--- src/rtl/msc_pkg.sv ---
`timescale 1ns / 1ps

package msc_pkg;

    localparam int NUM_DIGITS  = 4;
    localparam int DIGIT_IDX_W = $clog2(NUM_DIGITS);
    localparam int PERIOD_W    = 16;
    localparam int CFG_IDX_W   = 2;

    localparam logic [PERIOD_W-1:0] BLINK_PERIOD_RST  = 16'd100;
    localparam logic [PERIOD_W-1:0] SECOND_PERIOD_RST = 16'd100;
    localparam logic [PERIOD_W-1:0] SCAN_PERIOD_RST   = 16'd25;

    localparam logic [4:0] HOUR_RST   = 5'd15;
    localparam logic [5:0] MINUTE_RST = 6'd8;
    localparam logic [5:0] SECOND_RST = 6'd50;

    localparam logic [5:0] SIXTY      = 6'd60;
    localparam logic [4:0] TWENTYFOUR = 5'd24;

    localparam logic [6:0] SEG_BLANK = 7'h7F;

    typedef enum logic [CFG_IDX_W-1:0] {
        CFG_BLINK_PERIOD  = 2'd0,
        CFG_SECOND_PERIOD = 2'd1,
        CFG_SCAN_PERIOD   = 2'd2,
        CFG_UNUSED        = 2'd3
    } cfg_index_t;

    typedef struct packed {
        logic [6:0]            segments;
        logic [NUM_DIGITS-1:0] digit_enables;
        logic                  dot_led;
        logic                  red_led;
        logic [4:0]            hours_now;
        logic [5:0]            minutes_now;
        logic [5:0]            seconds_now;
    } result_t;

    // Active-low pattern, bit 0 is segment a.
    function automatic logic [6:0] seg_decode(input logic [3:0] value);
        logic [6:0] pattern;
        unique case (value)
            4'd0:    pattern = 7'h40;
            4'd1:    pattern = 7'h79;
            4'd2:    pattern = 7'h24;
            4'd3:    pattern = 7'h30;
            4'd4:    pattern = 7'h19;
            4'd5:    pattern = 7'h12;
            4'd6:    pattern = 7'h02;
            4'd7:    pattern = 7'h78;
            4'd8:    pattern = 7'h00;
            4'd9:    pattern = 7'h10;
            default: pattern = SEG_BLANK;
        endcase
        return pattern;
    endfunction

    // Values never exceed 59, so a short compare chain gives the tens digit.
    function automatic logic [3:0] tens_of(input logic [5:0] value);
        logic [3:0] tens;
        priority if (value >= 6'd50) tens = 4'd5;
        else if (value >= 6'd40)     tens = 4'd4;
        else if (value >= 6'd30)     tens = 4'd3;
        else if (value >= 6'd20)     tens = 4'd2;
        else if (value >= 6'd10)     tens = 4'd1;
        else                         tens = 4'd0;
        return tens;
    endfunction

    function automatic logic [3:0] units_of(input logic [5:0] value);
        logic [5:0] tens;
        logic [5:0] rest;
        tens = {2'b00, tens_of(value)};
        rest = value - ((tens << 3) + (tens << 1));
        return rest[3:0];
    endfunction

endpackage

--- src/rtl/multiplexed_seven_segment_clock.sv ---
`timescale 1ns / 1ps

// Four-digit multiplexed clock display driven by base ticks.
// Input channel: one item per transfer (in_valid, in_stall, tick). A tick of 1
// advances the blink, second and scan dividers by one; a tick of 0 only
// reports the current state.
// Output channel: one result per input item (out_valid, out_stall), holding
// the segment and digit-enable drive, the dot and red LED levels and the
// current hours, minutes and seconds after that item.
// Configuration: cfg_valid/cfg_ready with cfg_index and cfg_data set the three
// divider periods; cfg_ready is always high. A new period takes effect at the
// divider's next reload.
// Each result is registered in the output register, or in the skid register if
// that is full. Throughput is one item per cycle while in_stall is low; all state
// updates for an item happen at its input transfer. A two-entry output buffer
// (output register plus skid register) decouples the sides: in_stall rises only
// when both entries are full, after an item arrives while a stalled result waits.
// Reset loads the periods 100/100/25, the time 15:08:50, clears the digits,
// scan index, LEDs and output buffer.
module multiplexed_seven_segment_clock (
    input  logic                                clk,
    input  logic                                rst_n,
    input  logic                                in_valid,
    output logic                                in_stall,
    input  logic                                tick,
    output logic                                out_valid,
    input  logic                                out_stall,
    output logic [6:0]                          segments,
    output logic [msc_pkg::NUM_DIGITS-1:0]      digit_enables,
    output logic                                dot_led,
    output logic                                red_led,
    output logic [4:0]                          hours_now,
    output logic [5:0]                          minutes_now,
    output logic [5:0]                          seconds_now,
    input  logic                                cfg_valid,
    output logic                                cfg_ready,
    input  logic [msc_pkg::CFG_IDX_W-1:0]       cfg_index,
    input  logic [msc_pkg::PERIOD_W-1:0]        cfg_data
);
    import msc_pkg::*;

    localparam logic [NUM_DIGITS-1:0]  ENABLE_ONE = NUM_DIGITS'(1);
    localparam logic [DIGIT_IDX_W-1:0] IDX_ONE    = DIGIT_IDX_W'(1);

    logic [PERIOD_W-1:0] blink_period_reg, second_period_reg, scan_period_reg;
    logic [PERIOD_W-1:0] blink_count_reg, second_count_reg, scan_count_reg;
    logic [PERIOD_W-1:0] blink_count_next, second_count_next, scan_count_next;
    logic [4:0]          hour_reg, hour_next;
    logic [5:0]          minute_reg, minute_next;
    logic [5:0]          second_reg, second_next;
    logic [3:0]          digit_reg [NUM_DIGITS];
    logic [3:0]          digit_next [NUM_DIGITS];
    logic [DIGIT_IDX_W-1:0] scan_index_reg, scan_index_next;
    logic [6:0]          segment_reg, segment_next;
    logic [NUM_DIGITS-1:0] enable_reg, enable_next;
    logic                dot_reg, dot_next;
    logic                red_reg, red_next;

    logic    out_valid_reg, out_valid_next;
    logic    skid_valid_reg, skid_valid_next;
    result_t out_data_reg, out_data_next;
    result_t skid_data_reg, skid_data_next;
    result_t result;

    logic in_take, out_take, step;
    logic blink_fire, second_fire, scan_fire;
    logic [5:0] second_inc, minute_inc;
    logic [4:0] hour_inc;

    assign cfg_ready = 1'b1;
    assign in_stall  = skid_valid_reg;
    assign in_take   = in_valid && !skid_valid_reg;
    assign out_take  = out_valid_reg && !out_stall;
    assign step      = in_take && tick;

    always_ff @(posedge clk or negedge rst_n)
    begin
        if (!rst_n)
        begin
            blink_period_reg  <= BLINK_PERIOD_RST;
            second_period_reg <= SECOND_PERIOD_RST;
            scan_period_reg   <= SCAN_PERIOD_RST;
        end
        else if (cfg_valid && cfg_ready)
        begin
            unique case (cfg_index_t'(cfg_index))
                CFG_BLINK_PERIOD:  blink_period_reg  <= cfg_data;
                CFG_SECOND_PERIOD: second_period_reg <= cfg_data;
                CFG_SCAN_PERIOD:   scan_period_reg   <= cfg_data;
                default:           ;
            endcase
        end
    end

    // A count of one or zero fires and reloads, so a zero period acts as one.
    assign blink_fire  = step && (blink_count_reg <= PERIOD_W'(1));
    assign second_fire = step && (second_count_reg <= PERIOD_W'(1));
    assign scan_fire   = step && (scan_count_reg <= PERIOD_W'(1));

    always_comb
    begin
        blink_count_next  = blink_count_reg;
        second_count_next = second_count_reg;
        scan_count_next   = scan_count_reg;
        if (step)
        begin
            blink_count_next  = blink_fire  ? blink_period_reg  : blink_count_reg - 1'b1;
            second_count_next = second_fire ? second_period_reg : second_count_reg - 1'b1;
            scan_count_next   = scan_fire   ? scan_period_reg   : scan_count_reg - 1'b1;
        end
    end

    assign red_next = red_reg ^ blink_fire;
    assign dot_next = dot_reg ^ second_fire;

    always_comb
    begin
        second_inc  = second_reg + 1'b1;
        minute_inc  = minute_reg;
        hour_inc    = hour_reg;
        second_next = second_reg;
        minute_next = minute_reg;
        hour_next   = hour_reg;
        if (second_inc >= SIXTY)
        begin
            second_inc = '0;
            minute_inc = minute_reg + 1'b1;
        end
        if (minute_inc >= SIXTY)
        begin
            minute_inc = '0;
            hour_inc   = hour_reg + 1'b1;
        end
        if (hour_inc >= TWENTYFOUR)
            hour_inc = '0;
        if (second_fire)
        begin
            second_next = second_inc;
            minute_next = minute_inc;
            hour_next   = hour_inc;
        end
    end

    always_comb
    begin
        digit_next = digit_reg;
        if (second_fire)
        begin
            digit_next[0] = tens_of({1'b0, hour_inc});
            digit_next[1] = units_of({1'b0, hour_inc});
            digit_next[2] = tens_of(minute_inc);
            digit_next[3] = units_of(minute_inc);
        end
    end

    // The scan in the same tick already sees the freshly loaded digits.
    always_comb
    begin
        segment_next    = segment_reg;
        enable_next     = enable_reg;
        scan_index_next = scan_index_reg;
        if (scan_fire)
        begin
            segment_next    = seg_decode(digit_next[scan_index_reg]);
            enable_next     = ~(ENABLE_ONE << scan_index_reg);
            scan_index_next = scan_index_reg + IDX_ONE;
        end
    end

    always_ff @(posedge clk or negedge rst_n)
    begin
        if (!rst_n)
        begin
            blink_count_reg  <= BLINK_PERIOD_RST;
            second_count_reg <= SECOND_PERIOD_RST;
            scan_count_reg   <= SCAN_PERIOD_RST;
            hour_reg         <= HOUR_RST;
            minute_reg       <= MINUTE_RST;
            second_reg       <= SECOND_RST;
            for (int i = 0; i < NUM_DIGITS; i++)
                digit_reg[i] <= '0;
            scan_index_reg   <= '0;
            segment_reg      <= '0;
            enable_reg       <= '0;
            dot_reg          <= 1'b0;
            red_reg          <= 1'b0;
        end
        else
        begin
            blink_count_reg  <= blink_count_next;
            second_count_reg <= second_count_next;
            scan_count_reg   <= scan_count_next;
            hour_reg         <= hour_next;
            minute_reg       <= minute_next;
            second_reg       <= second_next;
            digit_reg        <= digit_next;
            scan_index_reg   <= scan_index_next;
            segment_reg      <= segment_next;
            enable_reg       <= enable_next;
            dot_reg          <= dot_next;
            red_reg          <= red_next;
        end
    end

    always_comb
    begin
        result.segments      = segment_next;
        result.digit_enables = enable_next;
        result.dot_led       = dot_next;
        result.red_led       = red_next;
        result.hours_now     = hour_next;
        result.minutes_now   = minute_next;
        result.seconds_now   = second_next;
    end

    always_comb
    begin
        out_valid_next  = out_valid_reg;
        skid_valid_next = skid_valid_reg;
        out_data_next   = out_data_reg;
        skid_data_next  = skid_data_reg;
        if (out_take)
        begin
            if (skid_valid_reg)
            begin
                out_data_next   = skid_data_reg;
                skid_valid_next = 1'b0;
            end
            else
                out_valid_next = 1'b0;
        end
        if (in_take)
        begin
            if (!out_valid_next)
            begin
                out_valid_next = 1'b1;
                out_data_next  = result;
            end
            else
            begin
                skid_valid_next = 1'b1;
                skid_data_next  = result;
            end
        end
    end

    always_ff @(posedge clk or negedge rst_n)
    begin
        if (!rst_n)
        begin
            out_valid_reg  <= 1'b0;
            skid_valid_reg <= 1'b0;
        end
        else
        begin
            out_valid_reg  <= out_valid_next;
            skid_valid_reg <= skid_valid_next;
        end
    end

    always_ff @(posedge clk)
    begin
        out_data_reg  <= out_data_next;
        skid_data_reg <= skid_data_next;
    end

    assign out_valid     = out_valid_reg;
    assign segments      = out_data_reg.segments;
    assign digit_enables = out_data_reg.digit_enables;
    assign dot_led       = out_data_reg.dot_led;
    assign red_led       = out_data_reg.red_led;
    assign hours_now     = out_data_reg.hours_now;
    assign minutes_now   = out_data_reg.minutes_now;
    assign seconds_now   = out_data_reg.seconds_now;

endmodule

--- config.mk ---
export PLATFORM = sky130hd
export DESIGN_NAME = multiplexed_seven_segment_clock
export DESIGN_NICKNAME = d
export VERILOG_FILES = /design/src/rtl/msc_pkg.sv /design/src/rtl/multiplexed_seven_segment_clock.sv
export SDC_FILE = /design/constraint.sdc
export NUM_CORES = 1
export LEC_CHECK = 0
export ABC_AREA = 1
export ABC_CLOCK_PERIOD_IN_PS = 9400
export BUFFER_PORTS_ARGS = -buffer_cell sky130_fd_sc_hd__buf_2
export CAP_MARGIN = 15
export CORE_AREA = 3 3 164 166
export DETAILED_ROUTE_END_ITERATION = 6
export DIE_AREA = 0 0 167 169
export PLACE_DENSITY = 0.63
export SETUP_SLACK_MARGIN = 0.2
export SLEW_MARGIN = 0
export SYNTH_ARGS = -nofsm -noshare
export SYNTH_HDL_FRONTEND = slang
export SYNTH_SLANG_ARGS = --single-unit
--- constraint.sdc ---
create_clock -name clk -period 9.4 [get_ports clk]
set_input_delay 1.88 -clock clk [delete_from_list [all_inputs] [get_ports clk]]
set_output_delay 1.88 -clock clk [all_outputs]
set_load 0.05 [all_outputs]
# Yosys cells after proc, flatten, opt, wreduce, memory -nomap -nowiden
# Memories as Yosys holds them, arrays and structs flattened.
# Index checks and enable logic that the tools add are counted.
# W data, S select, Z words.
[totals]
output_inout_bits = 33
latchBits = 0
mem_bits_ro = 112
ff_bits = 206
mem_bits_rw = 0
in_bits = 24
wordCells = 122
n_memories = 1
[mem_list]
columns = ["memory", "depth", "word_bits", "rd", "rd_clocked_by_memory_dff", "wr", "line_no", "text"]
rows = [
  ["(no name shown)", 16, 7, 1, 0, 0, "msc_pkg.sv:43", "unique case (value)"],
]
[classes]
div = 0
n_eq_ne = 2
n_addsub = 11
n_shift = 1
order_cmp = 17
n_mul = 0
reduce_logical = 13
n_bitwise = 4
n_mux = 39
[ops]
columns = ["cell", "n"]
rows = [
  ["$mux W30", 4],
  ["$mux W16", 4],
  ["$le A16 B1 Y1 const B", 3],
  ["$sub A16 B1 Y16 const B", 3],
  ["$mux W6", 5],
  ["$mux W4", 7],
  ["$ge A6 B6 Y1 const B", 4],
  ["$ge A5 B5 Y1 const B", 3],
  ["$mux W5", 3],
  ["$add A6 B1 Y6 const B", 2],
  ["$ge A5 B6 Y1 const B", 2],
  ["$ge A6 B5 Y1 const B", 2],
  ["$mux W3", 4],
  ["$add A4 B4 Y4", 2],
  ["$bmux W4 S2", 1],
  ["$mux W1", 8],
  ["$reduce_and A2 Y1", 4],
  ["$sub A4 B4 Y4", 2],
  ["$mux W7", 1],
  ["$ge A6 B4 Y1 const B", 1],
  ["$logic_and A1 B1 Y1", 6],
  ["$add A5 B1 Y5 const B", 1],
  ["$ge A5 B4 Y1 const B", 1],
  ["$mux W2", 2],
  ["10 further kinds", 12],
]

# Logic depth before layout (Yosys ltp)
# Gate-level depths: netlist of the first run.
# An unclocked memory read counts as a cell.
[depth]
depth_word = 24
ltp_mapped = 32

# Worst setup path before layout of the first run
# OpenSTA, ideal clock, no wires.
[synth_timing]
path_kind = "input port to flip-flop"
from = "input port in_valid"
to = "register skid_data_reg[29] (netlist name), data pin"
path_stages = 19
arrival_ns = 3.853
setup_slack_ns = 5.289
path_buffers = 1
setup_ns = 0.258
cell_sequence = "nand2_1 -> inv_1 -> nand2_1 -> inv_1 -> o211ai_1 -> clkbuf_1 -> inv_1 -> nand3_1 -> nand2_1 -> a21oi_1 -> o21ai_1 -> nand2_1 -> inv_1 -> ha_1 -> nand2_1 -> nand2_1 -> nand3_1 -> nand3_1 -> and2_1"
[synth_lines]
columns = ["element", "line_no", "text"]
rows = [
  ["from (decl)", "multiplexed_seven_segment_clock.sv:23", "input logic in_valid,"],
  ["to (signal assigned)", "multiplexed_seven_segment_clock.sv:264", "skid_data_reg <= skid_data_next;"],
  ["to (decl)", "multiplexed_seven_segment_clock.sv:62", "result_t skid_data_reg, skid_data_next;"],
]

==> impl_metrics.yaml, run 1 <==
synth:
  synth_async_sr_flop_share_pct: 70.9
  ys_top_cells_by_area: "dfrtp_1, nand2_1, edfxtp_1"
  synth_cell_type_count: 56
  ys_seq_area_share_pct: 51.2
  synthFlopType: "dfrtp_1"
  synth_common_cells: "nand2_1, o21ai_0, inv_1"
  syn_area_per_cell_um2: 8.43
  netlist_area_um2: 10100
  yosysTopAreaCell: "dfrtp_1"
  yosysMostFrequentCell: "nand2_1"
  synth-seq-cells: 206
  synth_edf_count: 30
  synth_nets: 1249
  yosys.area.top_type_share_pct: 29.6
  synthCells: 1203
  yosysWarnings: 0
global_routing:
  grt_antenna_before_repair: 0
  grt_usage_pct: 16.3
  grt_pass1_vias: 7703
  grt_pass1_wl_um: 38800
  grt_max_degree: 89
  grt_overflow: 0
timing:
  final.min_clock_period_ns: 4.55
  clock.fmax_mhz: 220
  rsz0062_at_grt: "no"
  finalClockSkew_ns: 0.00872
  period_share_pct: 48.4
  worst_slew_pin_slew_ns: 1.06
  relSlewSlack_pct: 29.0
  maxSlewViolCount: 0
  holdWs_ns: 0.463
  hold_violations: 0
  finalSetupViolations: 0
  tns_ns: 0
job:
  max_cap_violations: 0
pwr:
  power_density_nw_per_um2: 301
  leakage_nw: 5.52
  power_frac_comb_pct: 35.5
  power.switching_w: 0.00136
  switching_share_pct: 39.3
  p_clk_share_pct: 26.4
  seq_power_share_pct: 38.1
  p_int_w: 0.00210
  ir_drop_mv: 0.199
clock_tree:
  root_buffer: "clkbuf_16"
  clockBufferDepth: 3
  clock_latency_ns: 0.51
  cts_setup_buffers: 0
  cts_hold_buf: 0
  cts_tree: "done"
  clkSinkCount: 206
  path_clk_slew_ns: 0.06
  ctsHtreeMaxLevel: 1
  ctsResizeCount: 0
  numCtsBuffers: 23
setup_path:
  start_kind: "input pin"
  critPathKind: "in2reg"
  critPathCaptureType: "flop"
  cp_data_required_time_ns: 9.66
  crit_path_max_fanout: 41
  cp.arrival_ns: 4.80
layout:
  largest_register_ffs: 30
  syn_to_final_growth_pct: 13.6
  final_nets: 1293
  diodes: 0
  drive_above_1_share_pct: 15.0
  final_util_pct: 44.7
placed_design:
  gp_congestion: 0.845
  numPortBuffers: 55
  hpwl_um: 15800
routing:
  drt_iter0_drc: 588
  viasPerCell: 4.96
  num_vias: 7934
  drt-total-wl_um: 23200
  avgRoutedWirePerCell_um: 14.5
  drc: 0
  dr.pass1.iters: 5
  antenna_left: 0
die:
  coreArea_um2: 25800
  die_area_um2: 28200
  num_rows: 59
  io_pins: 57
  die_h_um: 169
  initial_core_util_pct: 39.3
  die_w_um: 167
worst_hold_path:
  hold_class: "reg2reg"
outcome:
  outcome: "finished clean"
==> placed cells by master (no fill, tap or decap), types with 4 or more instances in the layout <==
cell type and n:
o21bai_1 5, nand3_2 5, dfrtp_1 120, xor2_1 20
buf_4 9, nor3_1 7, nand3_1 69, o21ai_1 4
xnor2_1 6, or2_2 11, edfxtp_1 30, o211ai_1 17
a31oi_1 14, dfxtp_1 30, clkbuf_16 23, clkinv_2 4
clkbuf_1 5, inv_2 6, o22ai_1 10, o21ai_2 5
dfstp_2 26, o21ai_0 168, nor2_1 85, buf_2 54
nand2_4 6, inv_1 132, nand2_2 17, nand2_1 270
a21oi_1 33, o221ai_1 4, ha_1 22
==> per-stage QoR <==
step	worst slack, ns	instances	power [W]	instance area (um^2)
after global routing	4.42	1598	0.00371	11500
after detailed placement	4.41	1556	0.00256	10700
after CTS	4.89	1597	0.00349	11500
final	4.85	1598	0.00347	11500
after global placement	4.48	1556	0.00254	10700
after floorplan	5.29	1203	0.00226	10100
==> metal layers <==
metal	wire length, um	global-route usage (%)
met1	11200	22.9
met2	10700	27.2
met3	848	2.41
met4	406	3.30
met5	0	0
==> critical path: stages <==
cell and delay, ns:
buf_2 0.08, nand2_1 0.12, inv_1 0.13, nand2_1 0.06, buf_4 0.27, nor3_1 0.19
nand2_1 0.09, inv_1 0.40, o21ai_0 0.17, a21oi_1 0.16, nand2_1 0.09, nand2_1 0.10
a21oi_1 0.07, nand2_1 0.08, nand2_1 0.15, ha_1 0.34, o21ai_0 0.09, nand3_1 0.08
nand3_1 0.08, nand2_1 0.13, inv_1 0.05
==> worst paths after layout <==
path                                     end          start  slack [ns]  depth (start not counted)
setup / recovery           skid_data_reg[26]       in_valid        4.85                         21
hold / removal                  digit_reg[7]   digit_reg[7]        0.46                          2
setup reg to reg           skid_data_reg[26]  second_reg[1]        5.00                         27
hold reg to reg                 digit_reg[7]   digit_reg[7]        0.46                          2
max in group asynchronous  scan_count_reg[1]          rst_n        6.69                          2
min in group asynchronous      minute_reg[5]          rst_n        1.41                          1
==> power groups by stage <==
stage	sequential, W	combinational (W)	clock (W)
2_1_floorplan	0.00151	0.000750	0
3_3_place_gp	0.00133	0.00121	0
3_5_place_dp	0.00133	0.00123	0
4_1_cts	0.00132	0.00123	0.000937
5_1_grt	0.00135	0.00139	0.000973
6_report	0.00132	0.00123	0.000916
==> cell families (layout without fill, tap and decap cells) <==
| kind of cell | count (synthesis) | after routing | synth area share (%) |
|---|---|---|---|
| AO/OA/AOI/OAI | 270 | 270 | 14.9 |
| XOR/XNOR | 27 | 27 | 2.41 |
| adder cells (fa/ha/maj) | 22 | 22 | 2.72 |
| buffers and inverters | 186 | 246 | 7.01 |
| flip-flops | 206 | 206 | 51.2 |
| multiplexers | 4 | 4 | 0.407 |
| other | 1 | 1 | 0.0370 |
| AND/OR/NAND/NOR | 487 | 487 | 21.3 |
==> final cells by class <==
cell class | count | area, um^2
Tap cell | 335 | 419
Timing Repair Buffer | 65 | 377
Clock buffer | 30 | 622
Sequential cell | 206 | 5190
Multi-Input combinational cell | 811 | 4240
Clock inverter | 11 | 141
Fill cell | 2526 | 14200
Inverter | 140 | 531
(Power assumes the default switching activity.)
==> run 2, diff against run 1 <==
ABC_CLOCK_PERIOD_IN_PS = 4400   (was 9400)
clock period = 4.4 ns   (was 9.4 ns; I/O delays follow)
==> run 2 against run 1 <==
Compared with the run above:
- sequential share of layout area decreased by 1.7 points
- combinational power increased by 130%
- routed wire length increased by 2.9%
- clock skew increased by 0.0043 ns
- first-iteration DRC count decreased by 12%
- die area unchanged
- utilization increased by 1.7 points
- design area increased by 3.9%
- clock power increased by 120%
- register-to-register slack got worse by 4.6 ns
- setup slack got worse by 4.5 ns
- largest power group unchanged
==> impl_metrics.yaml, run 2 (synthesis gave the netlist of run 1 again) <==
outcome:
  outcome: "finished clean"
routing:
  viasPerCell: 4.99
  avgRoutedWirePerCell_um: 14.8
  drt-total-wl_um: 23900
  drt_iter0_drc: 519
  num_vias: 8074
  dr.pass1.iters: 5
  drc: 0
  antenna_left: 0
pwr:
  leakage_nw: 5.70
  seq_power_share_pct: 36.9
  power_frac_comb_pct: 36.6
  p_int_w: 0.00466
  ir_drop_mv: 0.435
  finalPower_w: 0.00765
  p_clk_share_pct: 26.5
  switching_share_pct: 39.1
  power_density_nw_per_um2: 639
  power.switching_w: 0.00299
setup_path:
  critPathCaptureType: "flop"
  cp_data_required_time_ns: 4.67
  crit_path_max_fanout: 8
  slowest_stage: "dfstp_2"
  rr_worst_depth: 30
  cp_common_cell: "nand2_2"
  critPathKind: "reg2reg"
  critPathMaxStageDelay_ns: 0.58
  crit_start: "second_reg[1]"
  r2r_slack_ns: 0.36
  cp.arrival_ns: 4.31
  start_kind: "flop"
  r2r-start: "second_reg[1]"
  timing.critical_path.to: "skid_data_reg[28]"
  reg2reg_to: "skid_data_reg[28]"
layout:
  largest_register_ffs: 30
  final_util_pct: 46.4
  mostFrequentLayoutCell: "nand2_1"
  drive_above_1_share_pct: 19.5
  stdcell_area_um2: 12000
  syn_to_final_growth_pct: 18.0
  diodes: 0
  final_nets: 1313
  final_cell_mix: "nand2_1, o21ai_0, inv_1, dfrtp_1, nor2_1"
timing:
  setup_ws_ns: 0.356
  period_share_pct: 91.9
  finalClockSkew_ns: 0.0130
  finalSetupViolations: 0
  worst_slew_pin_slew_ns: 1.14
  clock.fmax_mhz: 247
  hold_violations: 0
  maxSlewViolCount: 0
  rsz0062_at_grt: "no"
  relSlewSlack_pct: 23.8
  final.min_clock_period_ns: 4.04
  tns_ns: 0
job:
  max_cap_violations: 0
clock_tree:
  clock_latency_ns: 0.51
  root_buffer: "clkbuf_16"
  cts_hold_buf: 0
  numCtsBuffers: 23
  clockBufferDepth: 3
  ctsHtreeMaxLevel: 1
  path_clk_slew_ns: 0.06
  cts_tree: "done"
  clkSinkCount: 206
placed_design:
  hpwl_um: 15900
  dpl-instance-area_um2: 10700
  numPortBuffers: 55
  place_ws_ns: 0.185
  gp_congestion: 0.871
die:
  die_area_um2: 28200
  io_pins: 57
  die_w_um: 167
  coreArea_um2: 25800
  num_rows: 59
  die_h_um: 169
  initial_core_util_pct: 39.3
global_routing:
  grt_overflow: 0
  grt_antenna_before_repair: 0
  grt_pass1_wl_um: 39800
  grt_pass1_vias: 7873
  grt_max_degree: 110
  grt_usage_pct: 16.8
worst_hold_path:
  hold_class: "reg2reg"
==> run 2: how the worst min path moves through the flow <==
| stage | start | endpoint | cells after the start |
|---|---|---|---|
| 6_report | digit_reg[7] | digit_reg[7] | 2 |
| 5_1_grt | digit_reg[9] | digit_reg[9] | 2 |
| 4_1_cts | digit_reg[7] | digit_reg[7] | 2 |
| 3_5_place_dp | digit_reg[7] | digit_reg[7] | 2 |
| 3_3_place_gp | digit_reg[7] | digit_reg[7] | 2 |
| 2_1_floorplan | digit_reg[15] | digit_reg[15] | 2 |
==> run 2: what timing repair did <==
action,in CTS,in global routing
gates cloned,0,1
setup endpoints to repair,3,21
pin swaps,1,31
buffers inserted,0,16
gates resized for setup,3,56
==> run 2: stage by stage <==
stage / std cells / hold WS (ns)
2_1_floorplan: 1203 / 0.431
3_3_place_gp: 1559 / 0.446
3_5_place_dp: 1559 / 0.448
4_1_cts: 1600 / 0.463
5_1_grt: 1618 / 0.489
6_report: 1618 / 0.459
==> run 2: metal layers <==
metal | share of wire (%) | up-vias | track usage, %
li1 | - | 4073 | -
met1 | 49 | 3830 | 23.7
met5 | 0 | - | 0
met3 | 3.3 | 37 | 2.13
met4 | 2.3 | 0 | 4.30
met2 | 46 | 134 | 27.5
==> run 2: worst max-delay path, delay by kind of cell (launching register included) <==
kind                       cells  cell delay [ns]
and+or+nand+nor               15             1.46
adders and majority gates      3             0.62
DFF                            1             0.58
AOI/OAI and AO/OA              5             0.53
buffers and inverters          6             0.45
xor gates and xnor gates       1             0.18
==> run 2: final cells by class <==
class / count / area [um^2]
flip-flops and latches: 206 / 5190
clock buffers: 29 / 638
fillers: 2506 / 13800
multi-input cells: 812 / 4490
inverters: 140 / 546
well taps: 335 / 419
repair buffers: 84 / 519
clock inverters: 12 / 165
==> run 2: power groups by stage <==
stage,clock (W),sequential (W),combinational [W]
finish,0.00203,0.00282,0.00280
global route,0.00214,0.00289,0.00315
CTS,0.00208,0.00282,0.00263
detailed placement,0,0.00284,0.00262
global placement,0,0.00283,0.00257
floorplan,0,0.00323,0.00160
==> run 3, diff against run 2 <==
CORE_AREA = 3 3 155 157   (was 3 3 164 166)
DIE_AREA = 0 0 158 160   (was 0 0 167 169)
HOLD_SLACK_MARGIN = 0.02   (was unset)
PLACE_DENSITY = 0.69   (was 0.63)
==> run 3 against run 2 <==
Compared with the run above:
- utilization grew 6.3 points
- critical path depth shrank 1
- register-to-register slack got worse by 0.11 ns
- maximum frequency is 2.7% lower
- global-route usage up 1.4 points
- flip-flop and latch count did not move
- clock skew is 0.0062 ns lower
- via count up 1.9%
- first-iteration DRC count rose by 20%
- sequential power about the same
- sequential share of layout area increased by 0.10 points
- largest cell class unchanged
- highest routed layer unchanged
==> impl_metrics.yaml, run 3 (synthesis gave the netlist of run 1 again) <==
timing:
  worst_slew_pin_slew_ns: 1.08
  hold_violations: 0
  clock.fmax_mhz: 241
  final.min_clock_period_ns: 4.15
  holdWs_ns: 0.457
  finalSetupViolations: 0
  relSlewSlack_pct: 28.0
  finalClockSkew_ns: 0.00682
  period_share_pct: 94.4
  rsz0062_at_grt: "yes"
  maxSlewViolCount: 0
  tns_ns: 0
  setup_ws_ns: 0.245
die:
  io_pins: 57
  die_w_um: 158
  die_area_um2: 25300
  coreArea_um2: 22600
  die_h_um: 160
  num_rows: 55
  initial_core_util_pct: 44.8
clock_tree:
  cts_tree: "done"
  clkSinkCount: 206
  clockBufferDepth: 3
  clock_latency_ns: 0.51
  path_clk_slew_ns: 0.06
  root_buffer: "clkbuf_16"
  numCtsBuffers: 23
  ctsHtreeMaxLevel: 1
layout:
  diodes: 0
  final_nets: 1317
  final_cell_mix: "nand2_1, o21ai_0, inv_1, dfrtp_1, nor2_1"
  mostFrequentLayoutCell: "nand2_1"
  largest_register_ffs: 30
  stdcell_area_um2: 11900
  syn_to_final_growth_pct: 17.7
  drive_above_1_share_pct: 19.2
setup_path:
  cp_common_cell: "nand2_2"
  r2r_slack_ns: 0.25
  rr_worst_depth: 29
  critPathMaxStageDelay_ns: 0.58
  r2r-start: "second_reg[1]"
  cp_data_required_time_ns: 4.66
  reg2reg_to: "skid_data_reg[23]"
  critPathCaptureType: "flop"
  slowest_stage: "dfstp_2"
  crit_path_max_fanout: 8
  critPathKind: "reg2reg"
  start_kind: "flop"
  cp.arrival_ns: 4.42
routing:
  dr.pass1.iters: 7
  avgRoutedWirePerCell_um: 15.1
  num_vias: 8224
  drc: 0
  drt-total-wl_um: 23700
  antenna_left: 0
  viasPerCell: 5.23
  drt_iter0_drc: 621
worst_hold_path:
  hold_class: "in2async"
global_routing:
  grt_pass1_wl_um: 38100
  grt_max_degree: 96
  grt_overflow: 0
  grt_antenna_before_repair: 0
  grt_usage_pct: 18.1
  grt_pass1_vias: 7666
outcome:
  outcome: "finished clean"
job:
  max_cap_violations: 0
pwr:
  leakage_nw: 5.73
  ir_drop_mv: 0.334
  power_density_nw_per_um2: 643
placed_design:
  dpl-instance-area_um2: 10700
  gp_congestion: 0.886
  hpwl_um: 15500
  place_ws_ns: 0.163
  numPortBuffers: 55
==> run 3: cell count changes in the layout (fill, tap and decap cells not counted), sizes merged <==
| cell | before | now |
|---|---|---|
| clkbuf | 29 | 34 |
| buf | 84 | 88 |
| clkinv | 7 | 5 |
| clkinvlp | 2 | 0 |
| bufinv | 4 | 3 |
| inv | 139 | 140 |
==> run 3: repair_timing <==
item                                    in CTS  in global routing
hold buffers                                 0                  0
buffers inserted                             0                 21
endpoints found under the setup margin       3                 21
pin swaps                                    1                 39
cloned                                       0                  1
gates resized for setup                      3                 58
==> run 3: per-layer routing <==
metal | wire length, um | track usage [%] | vias up
met5 | 0 | 0 | -
met4 | 486 | 3.44 | 0
met3 | 1070 | 2.30 | 41
met2 | 11200 | 29.4 | 213
met1 | 11000 | 26.3 | 3885
li1 | - | - | 4085
==> run 3: how the worst max path moves through the flow <==
stage	startpoint	end	slack [ns]	cells after the start
floorplan	second_reg[1]	skid_data_reg[26]	0.54	28
global placement	second_reg[1]	skid_data_reg[26]	0.25	28
detailed placement	second_reg[1]	skid_data_reg[26]	0.16	26
CTS	second_reg[1]	skid_data_reg[26]	0.20	26
global route	second_reg[1]	skid_data_reg[23]	-0.03	29
finish	second_reg[1]	skid_data_reg[23]	0.25	29
==> run 3: area by class of cell <==
cell class	instances	area, um^2
Multi-Input combinational cell	812	4500
Clock buffer	34	657
Clock inverter	8	123
Sequential cell	206	5190
Tap cell	285	357
Timing Repair Buffer	88	566
Inverter	140	546
Fill cell	2037	10700
==> run 3: metrics by stage <==
step | cells | util [%] | total power [W]
finish | 1573 | 52.7 | 0.00768
detailed placement | 1508 | 47.2 | 0.00545
floorplan | 1203 | - | 0.00483
global placement | 1508 | 47.2 | 0.00539
global route | 1573 | 52.7 | 0.00820
CTS | 1550 | 50.6 | 0.00747
==> run 3: critical path, delay by kind of cell (launching register included) <==
family                     cells  cell delay (ns)
adders and majority gates      3             0.57
xor gates and xnor gates       1             0.18
AOI/OAI and AO/OA              3             0.34
DFF                            1             0.58
buffers and inverters          5             0.35
and+or+nand+nor               17             1.86
==> run 3: power breakdown <==
| group | switching, W | leakage (nW) | internal [W] |
|---|---|---|---|
| Clock | 0.000765 | 0.384 | 0.00121 |
| Combinational | 0.00194 | 3.02 | 0.000945 |
| Sequential | 0.000312 | 2.33 | 0.00250 |
